$ cat src/hdl/kpd_pkg.sv
// Shared types, constants and the key character table of the keypad scanner.
package kpd_pkg;

  localparam int NUM_DIGITS_DEF = 16;
  localparam int NUM_COLS       = 4;
  localparam int ROW_W          = 2;
  localparam int SETTLE_W       = 16;
  localparam int CODE_W         = 5;
  localparam int CHAR_W         = 7;
  localparam int ENTRY_IDX_W    = 6;
  localparam int CFG_ADDR_W     = 1;
  localparam int CFG_DATA_W     = 16;
  localparam int IN_DATA_W      = 8;
  localparam int OUT_DATA_W     = 32;
  localparam int CNT_W          = 3;

  localparam logic [SETTLE_W-1:0] SETTLE_RESET = 16'd10;
  localparam logic [SETTLE_W-1:0] SETTLE_MAX   = 16'hFFFF;

  localparam logic [CHAR_W-1:0] CHAR_DASH  = 7'h2D;
  localparam logic [CHAR_W-1:0] CHAR_STAR  = 7'h2A;
  localparam logic [CHAR_W-1:0] CHAR_ZERO  = 7'h30;
  localparam logic [CHAR_W-1:0] CHAR_ONE   = 7'h31;
  localparam logic [CHAR_W-1:0] CHAR_LOW_A = 7'h61;

  localparam logic [3:0] KEY_IDX_ZERO = 4'd9;
  localparam logic [3:0] KEY_IDX_DASH = 4'd10;
  localparam logic [3:0] KEY_IDX_A    = 4'd11;

  typedef enum logic [CFG_ADDR_W-1:0] {
    CFG_ENTRY_MODE   = 1'b0,
    CFG_SETTLE_TICKS = 1'b1
  } cfg_addr_t;

  typedef struct packed {
    logic [3:0]             row_drive;
    logic                   key_valid;
    logic [CODE_W-1:0]      key_code;
    logic [CHAR_W-1:0]      key_char;
    logic [CHAR_W-1:0]      mask_char;
    logic                   entry_written;
    logic [ENTRY_IDX_W-1:0] entry_index;
    logic                   scan_end;
  } res_t;

  typedef struct packed {
    logic [CNT_W-1:0]          count;
    res_t [NUM_COLS-1:0]       res;
  } batch_t;

  function automatic logic [CHAR_W-1:0] key_char_of(input logic [3:0] idx);
    logic [CHAR_W-1:0] ch;
    if (idx < KEY_IDX_ZERO) begin
      ch = CHAR_ONE + CHAR_W'(idx);
    end else if (idx == KEY_IDX_ZERO) begin
      ch = CHAR_ZERO;
    end else if (idx == KEY_IDX_DASH) begin
      ch = CHAR_DASH;
    end else begin
      ch = CHAR_LOW_A + CHAR_W'(idx - KEY_IDX_A);
    end
    return ch;
  endfunction

endpackage

$ cat src/hdl/kpd_core.sv
// Scan state, configuration registers and the per-tick result batch.
module kpd_core #(
  parameter int NUM_DIGITS = kpd_pkg::NUM_DIGITS_DEF
) (
  input  logic                            clk,
  input  logic                            rst_n,
  input  logic                            cfg_we,
  input  logic [kpd_pkg::CFG_ADDR_W-1:0]  cfg_addr,
  input  logic [kpd_pkg::CFG_DATA_W-1:0]  cfg_wdata,
  input  logic                            tick_acc,
  input  logic [kpd_pkg::NUM_COLS-1:0]    column_levels,
  input  logic                            clear_entry,
  output kpd_pkg::batch_t                 batch
);

  localparam int CUR_W = $clog2(NUM_DIGITS + 1);
  localparam logic [CUR_W-1:0] CUR_LIMIT = CUR_W'(NUM_DIGITS);

  logic                          entry_mode_r;
  logic [kpd_pkg::SETTLE_W-1:0]  settle_ticks_r;
  logic [kpd_pkg::ROW_W-1:0]     row_r, row_nxt;
  logic [kpd_pkg::SETTLE_W-1:0]  settle_r, settle_nxt;
  logic [CUR_W-1:0]              cursor_r, cursor_nxt;

  logic [kpd_pkg::SETTLE_W-1:0]  settle_inc;
  logic [kpd_pkg::SETTLE_W-1:0]  limit;
  logic                          sample;
  logic [3:0]                    drive;
  logic                          end_row;
  logic [CUR_W-1:0]              cur;
  logic [kpd_pkg::CNT_W-1:0]     n;
  logic [3:0]                    idx;
  kpd_pkg::res_t                 r;

  always_ff @(posedge clk) begin
    if (!rst_n) begin
      entry_mode_r   <= 1'b0;
      settle_ticks_r <= kpd_pkg::SETTLE_RESET;
    end else if (cfg_we) begin
      case (kpd_pkg::cfg_addr_t'(cfg_addr))
        kpd_pkg::CFG_ENTRY_MODE:   entry_mode_r   <= cfg_wdata[0];
        kpd_pkg::CFG_SETTLE_TICKS: settle_ticks_r <= cfg_wdata;
        default: ;
      endcase
    end
  end

  always_ff @(posedge clk) begin
    if (!rst_n) begin
      row_r    <= '0;
      settle_r <= '0;
      cursor_r <= '0;
    end else if (tick_acc) begin
      row_r    <= row_nxt;
      settle_r <= settle_nxt;
      cursor_r <= cursor_nxt;
    end
  end

  always_comb begin
    settle_inc = (settle_r < kpd_pkg::SETTLE_MAX) ? settle_r + 1'b1 : settle_r;
    limit      = (settle_ticks_r == '0) ? kpd_pkg::SETTLE_W'(1) : settle_ticks_r;
    sample     = (settle_inc >= limit);
    drive      = ~(4'b0001 << row_r);
    end_row    = sample && (row_r == 2'd3);
    cur        = clear_entry ? '0 : cursor_r;
    n          = '0;

    batch.count = kpd_pkg::CNT_W'(1);
    batch.res   = '0;
    for (int c = 0; c < kpd_pkg::NUM_COLS; c++) begin
      idx = {row_r, 2'(c)};
      r   = '0;
      r.row_drive = drive;
      r.key_valid = 1'b1;
      r.key_code  = kpd_pkg::CODE_W'(idx) + 1'b1;
      r.key_char  = kpd_pkg::key_char_of(idx);
      r.mask_char = (idx == kpd_pkg::KEY_IDX_DASH) ? kpd_pkg::CHAR_DASH : kpd_pkg::CHAR_STAR;
      r.scan_end  = end_row;
      if (sample && !column_levels[c]) begin
        if (entry_mode_r) begin
          if (cur < CUR_LIMIT) begin
            r.entry_written = 1'b1;
            r.entry_index   = kpd_pkg::ENTRY_IDX_W'(cur);
            cur             = cur + 1'b1;
          end
          if (idx == kpd_pkg::KEY_IDX_DASH) begin
            cur = '0;
          end
        end
        batch.res[n[1:0]] = r;
        n = n + 1'b1;
      end
    end

    if (n == '0) begin
      batch.res[0]           = '0;
      batch.res[0].row_drive = drive;
      batch.res[0].scan_end  = end_row;
    end else begin
      batch.count = n;
    end

    cursor_nxt = cur;
    if (sample) begin
      settle_nxt = '0;
      row_nxt    = row_r + 1'b1;
    end else begin
      settle_nxt = settle_inc;
      row_nxt    = row_r;
    end
  end

endmodule

$ cat src/hdl/kpd_outq.sv
// Result register bank: holds one tick's results and hands them out one a cycle while take is high.
module kpd_outq (
  input  logic             clk,
  input  logic             rst_n,
  input  logic             load,
  input  kpd_pkg::batch_t  batch,
  input  logic             take,
  output logic             empty,
  output logic             one_left,
  output kpd_pkg::res_t    head
);

  kpd_pkg::res_t [kpd_pkg::NUM_COLS-1:0] ent_r, ent_nxt;
  logic [kpd_pkg::CNT_W-1:0]             cnt_r, cnt_nxt;

  always_ff @(posedge clk) begin
    if (!rst_n) begin
      cnt_r <= '0;
    end else begin
      cnt_r <= cnt_nxt;
    end
  end

  always_ff @(posedge clk) begin
    ent_r <= ent_nxt;
  end

  always_comb begin
    ent_nxt = ent_r;
    cnt_nxt = cnt_r;
    if (load) begin
      ent_nxt = batch.res;
      cnt_nxt = batch.count;
    end else if (take) begin
      for (int i = 0; i < kpd_pkg::NUM_COLS - 1; i++) begin
        ent_nxt[i] = ent_r[i+1];
      end
      cnt_nxt = cnt_r - 1'b1;
    end
  end

  assign empty    = (cnt_r == '0);
  assign one_left = (cnt_r == kpd_pkg::CNT_W'(1));
  assign head     = ent_r[0];

endmodule

$ cat src/hdl/keypad_scan_digit_entry.sv
// Top level of the 4x4 keypad scanner with digit entry.
//
//  Channel | Handshake           | Payload
//  --------+---------------------+----------------------------------------------
//  in_     | in_tvalid/in_tready | tdata: column_levels, clear_entry
//  out_    | out_tvalid/tready   | tdata: row_drive .. scan_end; tuser: key_valid;
//          |                     | tlast: last result of the tick
//  cfg_    | cfg_we              | cfg_addr: 0 entry_mode, 1 settle_ticks
//
// A tick is resolved in the cycle it is accepted and its results appear in the cycle after.
// A tick with k pressed keys in the sampled row gives k results, otherwise one;
// these leave at one per cycle while out_tready is high.
// The next tick is taken in the cycle the previous tick's last result is taken.
// Output stalls hold the results and drop in_tready. Reset: rst_n, synchronous.
module keypad_scan_digit_entry #(
  parameter int NUM_DIGITS = kpd_pkg::NUM_DIGITS_DEF
) (
  input  logic                             clk,
  input  logic                             rst_n,
  input  logic                             in_tvalid,
  output logic                             in_tready,
  input  logic [kpd_pkg::IN_DATA_W-1:0]    in_tdata,   // [3:0] column_levels, [4] clear_entry
  output logic                             out_tvalid,
  input  logic                             out_tready,
  output logic [kpd_pkg::OUT_DATA_W-1:0]   out_tdata,  // [3:0] row_drive, [8:4] key_code,
                                                       // [15:9] key_char, [22:16] mask_char,
                                                       // [23] entry_written,
                                                       // [29:24] entry_index, [30] scan_end
  output logic                             out_tuser,  // [0] key_valid
  output logic                             out_tlast,
  input  logic                             cfg_we,
  input  logic [kpd_pkg::CFG_ADDR_W-1:0]   cfg_addr,
  input  logic [kpd_pkg::CFG_DATA_W-1:0]   cfg_wdata
);

  kpd_pkg::batch_t batch;
  kpd_pkg::res_t   head;
  logic            tick_acc;
  logic            take;
  logic            empty;
  logic            one_left;

  assign take      = out_tvalid && out_tready;
  assign in_tready = empty || (take && one_left);
  assign tick_acc  = in_tvalid && in_tready;

  kpd_core #(
    .NUM_DIGITS (NUM_DIGITS)
  ) u_core (
    .clk           (clk),
    .rst_n         (rst_n),
    .cfg_we        (cfg_we),
    .cfg_addr      (cfg_addr),
    .cfg_wdata     (cfg_wdata),
    .tick_acc      (tick_acc),
    .column_levels (in_tdata[3:0]),
    .clear_entry   (in_tdata[4]),
    .batch         (batch)
  );

  kpd_outq u_outq (
    .clk      (clk),
    .rst_n    (rst_n),
    .load     (tick_acc),
    .batch    (batch),
    .take     (take),
    .empty    (empty),
    .one_left (one_left),
    .head     (head)
  );

  assign out_tvalid = !empty;
  assign out_tlast  = one_left;
  assign out_tuser  = head.key_valid;
  assign out_tdata  = {1'b0, head.scan_end, head.entry_index, head.entry_written,
                       head.mask_char, head.key_char, head.key_code, head.row_drive};

endmodule

$ cat config.mk
export PLATFORM = sky130hd
export DESIGN_NAME = keypad_scan_digit_entry
export DESIGN_NICKNAME = d
export VERILOG_FILES = /design/src/hdl/kpd_pkg.sv /design/src/hdl/kpd_core.sv /design/src/hdl/kpd_outq.sv /design/src/hdl/keypad_scan_digit_entry.sv
export SDC_FILE = /design/constraint.sdc
export NUM_CORES = 1
export LEC_CHECK = 0
export BUFFER_PORTS_ARGS = -buffer_cell sky130_fd_sc_hd__buf_2
export CORE_MARGIN = 5
export CORE_UTILIZATION = 30
export CTS_CLUSTER_SIZE = 28
export DETAILED_ROUTE_END_ITERATION = 16
export GPL_TIMING_DRIVEN = 1
export PLACE_DENSITY = 0.45
export SETUP_SLACK_MARGIN = 0.2
export SKIP_LAST_GASP = 1
export SYNTH_ARGS = -nofsm -noshare
export SYNTH_HDL_FRONTEND = slang
export SYNTH_SLANG_ARGS = --single-unit
$ cat constraint.sdc
create_clock -name clk -period 15.6 [get_ports clk]
set_input_delay 0.78 -clock clk [delete_from_list [all_inputs] [get_ports clk]]
set_output_delay 0.78 -clock clk [all_outputs]
set_load 0.01 [all_outputs]
==> flow_summary.json, run 1 <==
{
  "grt_max_degree": 99,
  "postRouteWirelength_um": 27500,
  "crit_type": "flip-flop to flip-flop",
  "slew_headroom_pct": 23.93,
  "grt_remaining_overflow": 0,
  "cts_tree": "built",
  "rr_endpoint": "u_outq.head[3]",
  "holdPathEnd": "u_core.settle_ticks_r[4]",
  "outcome": "complete, no violations",
  "synth-seq-area-share_pct": 42.05,
  "detailedPlacementHpwl_um": 19040,
  "drt_iter0_markers": 670,
  "power_per_cell_area_mw_per_mm2": 132.1,
  "num_vias": 7453,
  "cp_max_fo": 19,
  "die_footprint_mm2": 0.03448,
  "router_iterations_before_antenna_repair": 6,
  "yosysWarnings": 0,
  "cp.arrival_ps": 8210,
  "reg2reg_from": "u_core.settle_r[0]",
  "syn-mean-instance-area_um2": 9.150,
  "yosys_most_used_dff": "sky130_fd_sc_hd__edfxtp_1",
  "grt_pass1_wl_um": 42960,
  "antenna-diode-count": 0,
  "cts.repair.resized": 0,
  "cap_violations": 0,
  "period_share_pct": 51.46,
  "pin_count": 66,
  "yosysTopAreaCellShare_pct": 32.75,
  "row_count": 64,
  "finalWeightedCongestion": 0.8599,
  "cts_num_sinks": 144,
  "antenna_found_initial": 2,
  "die_height_um": 185.7,
  "reg2regPathDepth": 25,
  "worstHoldStart": "u_core.settle_ticks_r[4]",
  "avgRoutedWirePerCell_um": 19.42,
  "clock_buffer_count_from_cts": 17,
  "critical_path.endpoint_type": "flip-flop",
  "slowest_delay_ps": 710,
  "setup.worst_path.start_class": "flip-flop",
  "register_to_register_setup_slack_ps": 7570,
  "rsz_0062_raised_after_global_routing": "false",
  "setup_tns_ps": 0,
  "postCtsSetupBuffers": 0,
  "root_buffer": "sky130_fd_sc_hd__clkbuf_16",
  "timing.final.hold_violations": 0,
  "syn_area_mm2": 0.009260,
  "min_path_type": "flip-flop to flip-flop",
  "core_ar_mm2": 0.03051,
  "first_global_vias": 7095,
  "async_reset_ff_share_pct": 0,
  "layout-drive-gt1-share_pct": 12.55,
  "timing.fmax_mhz": 124.6,
  "number_of_enable_flip_flop_cells_after_synthesis": 101,
  "number_of_instances_on_the_worst_hold_path": 2,
  "finalWorstPathRequiredPeriod_ps": 8027,
  "clock_tree.buffer_depth": 2,
  "nNetsFinal": 1089,
  "maxSlewViolCount": 0,
  "post-synth-top-area-cell": "sky130_fd_sc_hd__edfxtp_1",
  "start_util_pct": 30.35,
  "synthTopCellsByArea": "sky130_fd_sc_hd__edfxtp_1 33%, sky130_fd_sc_hd__dfxtp_1 9.3%, sky130_fd_sc_hd__ha_1 6.9%",
  "worstPathRequired_ps": 15780,
  "p_leak_nw": 3.769,
  "grt_usage_pct": 16.05,
  "ys_ff_latch": 144,
  "synth.distinct_cells": 84,
  "final_antenna_net_count": 0,
  "areaGrowthSynthToFinish_pct": 10.58,
  "setup_viol_count_final": 0,
  "ctsHoldBuffers": 0,
  "worstSkewPairLatency_ps": 440,
  "chipWidth_um": 185.7,
  "htreeDepth": 4,
  "skew_ps": 13.68,
  "synthCells": 1012,
  "total_power_mw": 1.353,
  "ir_worst_vdd_mv": 0.1203,
  "crit_path_top_delay_cell": "sky130_fd_sc_hd__a2111oi_4",
  "io_port_bufs": 58,
  "drc": 0,
  "critPathMostFrequentCell": "sky130_fd_sc_hd__ha_1",
  "via_per_inst": 5.263,
  "cts.clk_slew.worst_paths_ps": 80,
  "timing_worst_slew_pin_value_ps": 1141
}
-- placed cells by master, fill, tap and decap left out, types with 12 or more instances in the layout --
master,netlist,final
sky130_fd_sc_hd__o21ai_0,66,66
sky130_fd_sc_hd__clkbuf_16,0,17
sky130_fd_sc_hd__nand3_1,34,34
sky130_fd_sc_hd__and2_1,14,14
sky130_fd_sc_hd__a22o_1,12,12
sky130_fd_sc_hd__a22oi_1,18,18
sky130_fd_sc_hd__a21boi_0,21,21
sky130_fd_sc_hd__nand2_1,162,161
sky130_fd_sc_hd__edfxtp_1,101,101
sky130_fd_sc_hd__o31ai_1,18,18
sky130_fd_sc_hd__xnor2_1,14,14
sky130_fd_sc_hd__buf_2,5,58
sky130_fd_sc_hd__a21oi_1,41,41
sky130_fd_sc_hd__nor2_1,63,63
sky130_fd_sc_hd__nor3_1,15,15
sky130_fd_sc_hd__a31oi_1,14,13
sky130_fd_sc_hd__nor2b_1,28,28
sky130_fd_sc_hd__inv_1,38,38
sky130_fd_sc_hd__dfxtp_1,43,43
sky130_fd_sc_hd__ha_1,51,51
-- cell families after synthesis --
group	after synthesis	share of synthesized area, %
other	1	0.04050
XOR/XNOR	17	1.608
AO/OA/AOI/OAI	285	21.74
buffers and inverters	134	6.918
flip-flops	144	42.05
adder cells (fa/ha/maj)	52	7.107
AND/OR/NAND/NOR	366	19.02
multiplexers	13	1.513
-- state kept, by name (all words and copies together) (netlist names) --
| register | cells |
|---|---|
| u_outq.cnt_r | 3 |
| u_core.settle_ticks_r | 16 |
| u_core.cursor_r | 5 |
| u_core.settle_r | 16 |
| u_core.row_r | 2 |
| u_outq.head | 26 |
| u_outq.ent_r | 75 |
| u_core.entry_mode_r | 1 |
-- metrics by stage --
step / instance area, um2 / utilization (%) / hold WS (ps) / cells / setup slack (ps)
after CTS: 10240 / 33.56 / 490.9 / 1416 / 7546
after global routing: 10240 / 33.56 / 519.5 / 1416 / 6886
after floorplan: 9275 / - / 443.5 / 1016 / 9136
after global placement: 9646 / 31.62 / 473.4 / 1384 / 7620
final: 10240 / 33.56 / 487.4 / 1416 / 7573
after detailed placement: 9646 / 31.62 / 480.8 / 1384 / 7560
-- critical path: cells and delay by family, from the launching register on --
| family | cells | cell delay, ps |
|---|---|---|
| adders and majority gates | 5 | 1360 |
| DFF | 1 | 440 |
| xor gates and xnor gates | 1 | 170 |
| and+or+nand+nor | 12 | 3110 |
| AOI/OAI and AO/OA | 4 | 2180 |
| buffers and inverters | 3 | 460 |
-- per-layer routing --
metal  part of all wire, %  vias up  GRT usage [%]
met5                 0.098        -              0
li1                      -     3657              -
met2                    44      237          24.47
met3                   5.9       42          2.716
met1                    48     3513          23.60
met4                   1.7        4          4.139
-- layout make-up --
class / count / area, um2
Sequential cell: 144 / 3894
Multi-Input combinational cell: 738 / 4763
Timing Repair Buffer: 64 / 335.3
Inverter: 42 / 157.7
Fill cell: 3221 / 20270
Tap cell: 396 / 495.5
Clock inverter: 15 / 168.9
Clock buffer: 17 / 425.4
-- synthesized netlist by cell type, types with 5 or more instances --
library cell               instances
sky130_fd_sc_hd__a21boi_0         21
sky130_fd_sc_hd__a21oi_1          41
sky130_fd_sc_hd__a221oi_1          5
sky130_fd_sc_hd__a22o_1           12
sky130_fd_sc_hd__a22oi_1          18
sky130_fd_sc_hd__a31oi_1          14
sky130_fd_sc_hd__a32oi_1           6
sky130_fd_sc_hd__and2_1           14
sky130_fd_sc_hd__buf_2             5
sky130_fd_sc_hd__buf_4            35
sky130_fd_sc_hd__clkbuf_1         48
sky130_fd_sc_hd__dfxtp_1          43
sky130_fd_sc_hd__edfxtp_1        101
sky130_fd_sc_hd__ha_1             51
sky130_fd_sc_hd__inv_1            38
sky130_fd_sc_hd__mux2i_1           8
sky130_fd_sc_hd__nand2_1         162
sky130_fd_sc_hd__nand2b_1         10
sky130_fd_sc_hd__nand3_1          34
sky130_fd_sc_hd__nand4_1           7
sky130_fd_sc_hd__nor2_1           63
sky130_fd_sc_hd__nor2b_1          28
sky130_fd_sc_hd__nor3_1           15
sky130_fd_sc_hd__nor4_1            5
sky130_fd_sc_hd__o211ai_1         11
sky130_fd_sc_hd__o21a_1           11
sky130_fd_sc_hd__o21ai_0          66
sky130_fd_sc_hd__o21ai_1           5
sky130_fd_sc_hd__o221ai_1         10
sky130_fd_sc_hd__o22ai_1           6
sky130_fd_sc_hd__o311ai_0          5
sky130_fd_sc_hd__o31ai_1          18
sky130_fd_sc_hd__xnor2_1          14
-- worst max-delay path by stage --
stage / from / end / slack (ps) / depth (start not counted)
6_report: u_core.settle_r[0] / u_outq.head[3] / 7570 / 25
5_1_grt: u_core.settle_r[0] / u_outq.head[31] / 6890 / 26
4_1_cts: u_core.settle_r[0] / u_outq.head[3] / 7550 / 25
3_5_place_dp: u_core.settle_r[0] / u_outq.head[3] / 7560 / 25
3_3_place_gp: u_core.settle_r[0] / u_outq.head[3] / 7620 / 25
2_1_floorplan: u_core.settle_r[0] / u_core.cursor_r[2] / 9140 / 31
-- power breakdown --
group | internal, mW | switching, mW | total (mW)
combinational | 0.111 | 0.224 | 0.335
sequential | 0.561 | 0.0318 | 0.592
clock | 0.228 | 0.198 | 0.426
total | 0.899 | 0.454 | 1.35
(Power assumes the default switching activity.)
==> run 2, diff against run 1 <==
clock period = 8.1 ns   (was 15.6 ns; I/O delays follow)
==> run 2 against run 1 <==
Compared with the run above:
- power rose by 90%
- cell count rose by 0.78%
- critical path depth rose by 6
- wire length fell by 0.17%
- die area did not move
- non-clock buffer count rose by 11
- utilization rose by 0.21 points
- largest power group unchanged
- fmax rose by 10%
- clock skew fell by 2.6 ps
- largest cell class unchanged
- final area rose by 0.64%
- worst setup slack got worse by 6800 ps
- sequential share of layout area fell by 0.24 points
==> flow_summary.json, run 2 (synthesis results as in run 1) <==
{
  "setup_tns_ps": 0,
  "root_buffer": "sky130_fd_sc_hd__clkbuf_16",
  "die_footprint_mm2": 0.03448,
  "worstPathRequired_ps": 8380,
  "postRouteWirelength_um": 27450,
  "core_ar_mm2": 0.03051,
  "layout.cells.most_common": "sky130_fd_sc_hd__nand2_1",
  "clock_tree.buffer_depth": 2,
  "cts_num_sinks": 144,
  "grt_remaining_overflow": 0,
  "layout.filler_cells": 3188,
  "cp.arrival_ps": 7580,
  "cts_tree": "built",
  "row_count": 64,
  "antenna-diode-count": 0,
  "cts.clk_slew.worst_paths_ps": 70,
  "ir_worst_vdd_mv": 0.2631,
  "regMostFlops": "u_outq.ent_r",
  "switch_share_pct": 33.67,
  "postCtsSetupBuffers": 0,
  "areaGrowthSynthToFinish_pct": 11.28,
  "slowest_delay_ps": 600,
  "post_layout_nonfiller_instances": 1427,
  "min_path_type": "input pin to flip-flop",
  "via_per_inst": 5.229,
  "critical_path.endpoint_type": "flip-flop",
  "maxSlewViolCount": 0,
  "p_leak_nw": 3.816,
  "post-route-util_pct": 33.78,
  "power.share.sequential_pct": 44.4,
  "crit_path_top_delay_cell": "sky130_fd_sc_hd__or4_1",
  "worst_setup_path_startpoint": "u_core.settle_r[0]",
  "pin_count": 66,
  "power_per_cell_area_mw_per_mm2": 249.3,
  "layout-drive-gt1-share_pct": 13.58,
  "io_port_bufs": 58,
  "cap_violations": 0,
  "slew_headroom_pct": 25.67,
  "finalWeightedCongestion": 0.8875,
  "timing.fmax_mhz": 137.0,
  "outcome": "complete, no violations",
  "period_share_pct": 90.09,
  "p_switching_uw": 865.2,
  "grt_max_degree": 99,
  "largest_reg_flops": 75,
  "final-seq-area_mm2": 0.003894,
  "leading_cell_types_in_the_layout_fill_and_taps_excluded": "161 x sky130_fd_sc_hd__nand2_1, 101 x sky130_fd_sc_hd__edfxtp_1, 66 x sky130_fd_sc_hd__o21ai_0, 63 x sky130_fd_sc_hd__nor2_1, 58 x sky130_fd_sc_hd__buf_2",
  "first_global_vias": 7135,
  "crit_type": "flip-flop to flip-flop",
  "power.internal_mw": 1.704,
  "chipWidth_um": 185.7,
  "rsz_0062_raised_after_global_routing": "false",
  "grt_usage_pct": 15.94,
  "placed_cells_incl_taps": 1395,
  "drc": 0,
  "drt_iter0_markers": 546,
  "setup_viol_count_final": 0,
  "detailedPlacementHpwl_um": 19230,
  "final_antenna_net_count": 0,
  "router_iterations_before_antenna_repair": 5,
  "die_height_um": 185.7,
  "setup.worst_path.start_class": "flip-flop",
  "cp_max_fo": 6,
  "clock_buffer_count_from_cts": 17,
  "critPathMostFrequentCell": "sky130_fd_sc_hd__ha_1",
  "combinationalPowerShare_pct": 25.3,
  "timing_worst_slew_pin_value_ps": 1115,
  "grt_pass1_wl_um": 42680,
  "antenna_found_initial": 2,
  "multi_input_area_mm2": 0.004771,
  "num_vias": 7462,
  "htreeDepth": 4,
  "finalWorstPathRequiredPeriod_ps": 7297,
  "clock_power_share_pct": 30.3,
  "worstSkewPairLatency_ps": 430,
  "nNetsFinal": 1100,
  "avgRoutedWirePerCell_um": 19.24,
  "worstHoldStart": "cfg_wdata[1]",
  "start_util_pct": 30.35,
  "skew_ps": 11.13,
  "timing.final.hold_violations": 0,
  "reg2reg_from": "u_core.settle_r[0]"
}
## run 2: cell count changes in the layout (fill, tap and decap cells not counted)
cell                        change
sky130_fd_sc_hd__bufinv_16      -1
sky130_fd_sc_hd__o32ai_1        -1
sky130_fd_sc_hd__inv_6          +2
sky130_fd_sc_hd__clkinv_4       -2
sky130_fd_sc_hd__clkinv_2       +1
sky130_fd_sc_hd__buf_4         +11
sky130_fd_sc_hd__o32ai_2        +1
## run 2: layer usage
layer / up-vias / routed length, um / global-route usage, %
li1: 3671 / - / -
met1: 3560 / 13470 / 23.59
met5: - / 32 / 0
met4: 4 / 444 / 4.051
met3: 35 / 1353 / 2.756
met2: 192 / 12150 / 24.12
## run 2: layout make-up
type	instances	share of cell area [%]
inverters	42	1.530
well taps	396	4.808
repair buffers	75	4.055
clock buffers	17	4.128
flip-flops and latches	144	37.79
multi-input cells	738	46.30
clock inverters	15	1.396
## run 2: per-stage QoR
step	hold WS (ps)	power [mW]	area (um2)	setup WS, ps
finish	199.4	2.569	10300	802.7
global route	194.2	2.715	10300	194.4
CTS	186.3	2.603	10300	732.0
detailed placement	479.3	1.817	9728	762.5
global placement	473.5	1.810	9728	842.2
floorplan	443.5	1.663	9275	1636
## run 2: worst max-delay path, delay by kind of cell, from the launching register on
kind	cells	cell delay [ps]
AO/OA/AOI/OAI	10	2430
flip-flops	1	420
AND/OR/NAND/NOR	11	2290
buffers and inverters	2	230
XOR/XNOR	2	330
adder cells (fa/ha/maj)	5	1240
multiplexers	1	190
## run 2: worst paths after layout
kind | to | slack [ps] | cells past startpoint
setup / recovery | u_core.cursor_r[2] | 800 | 31
hold / removal | u_core.settle_ticks_r[1] | 200 | 3
setup reg to reg | u_core.cursor_r[2] | 800 | 31
hold reg to reg | u_core.settle_ticks_r[10] | 490 | 2
## run 2: what timing repair did
item / 4_1_cts / 5_1_grt
endpoints found under the hold margin: 0 / 0
gates resized for setup: 0 / 1
hold buffers: 0 / 0
endpoints found under the setup margin: 0 / 1
## run 2: power groups by stage
| stage | Clock (mW) | Combinational (mW) | Sequential, mW |
|---|---|---|---|
| 2_1_floorplan | 0 | 0.521 | 1.14 |
| 3_3_place_gp | 0 | 0.658 | 1.15 |
| 3_5_place_dp | 0 | 0.659 | 1.16 |
| 4_1_cts | 0.798 | 0.663 | 1.14 |
| 5_1_grt | 0.826 | 0.725 | 1.16 |
| 6_report | 0.778 | 0.651 | 1.14 |
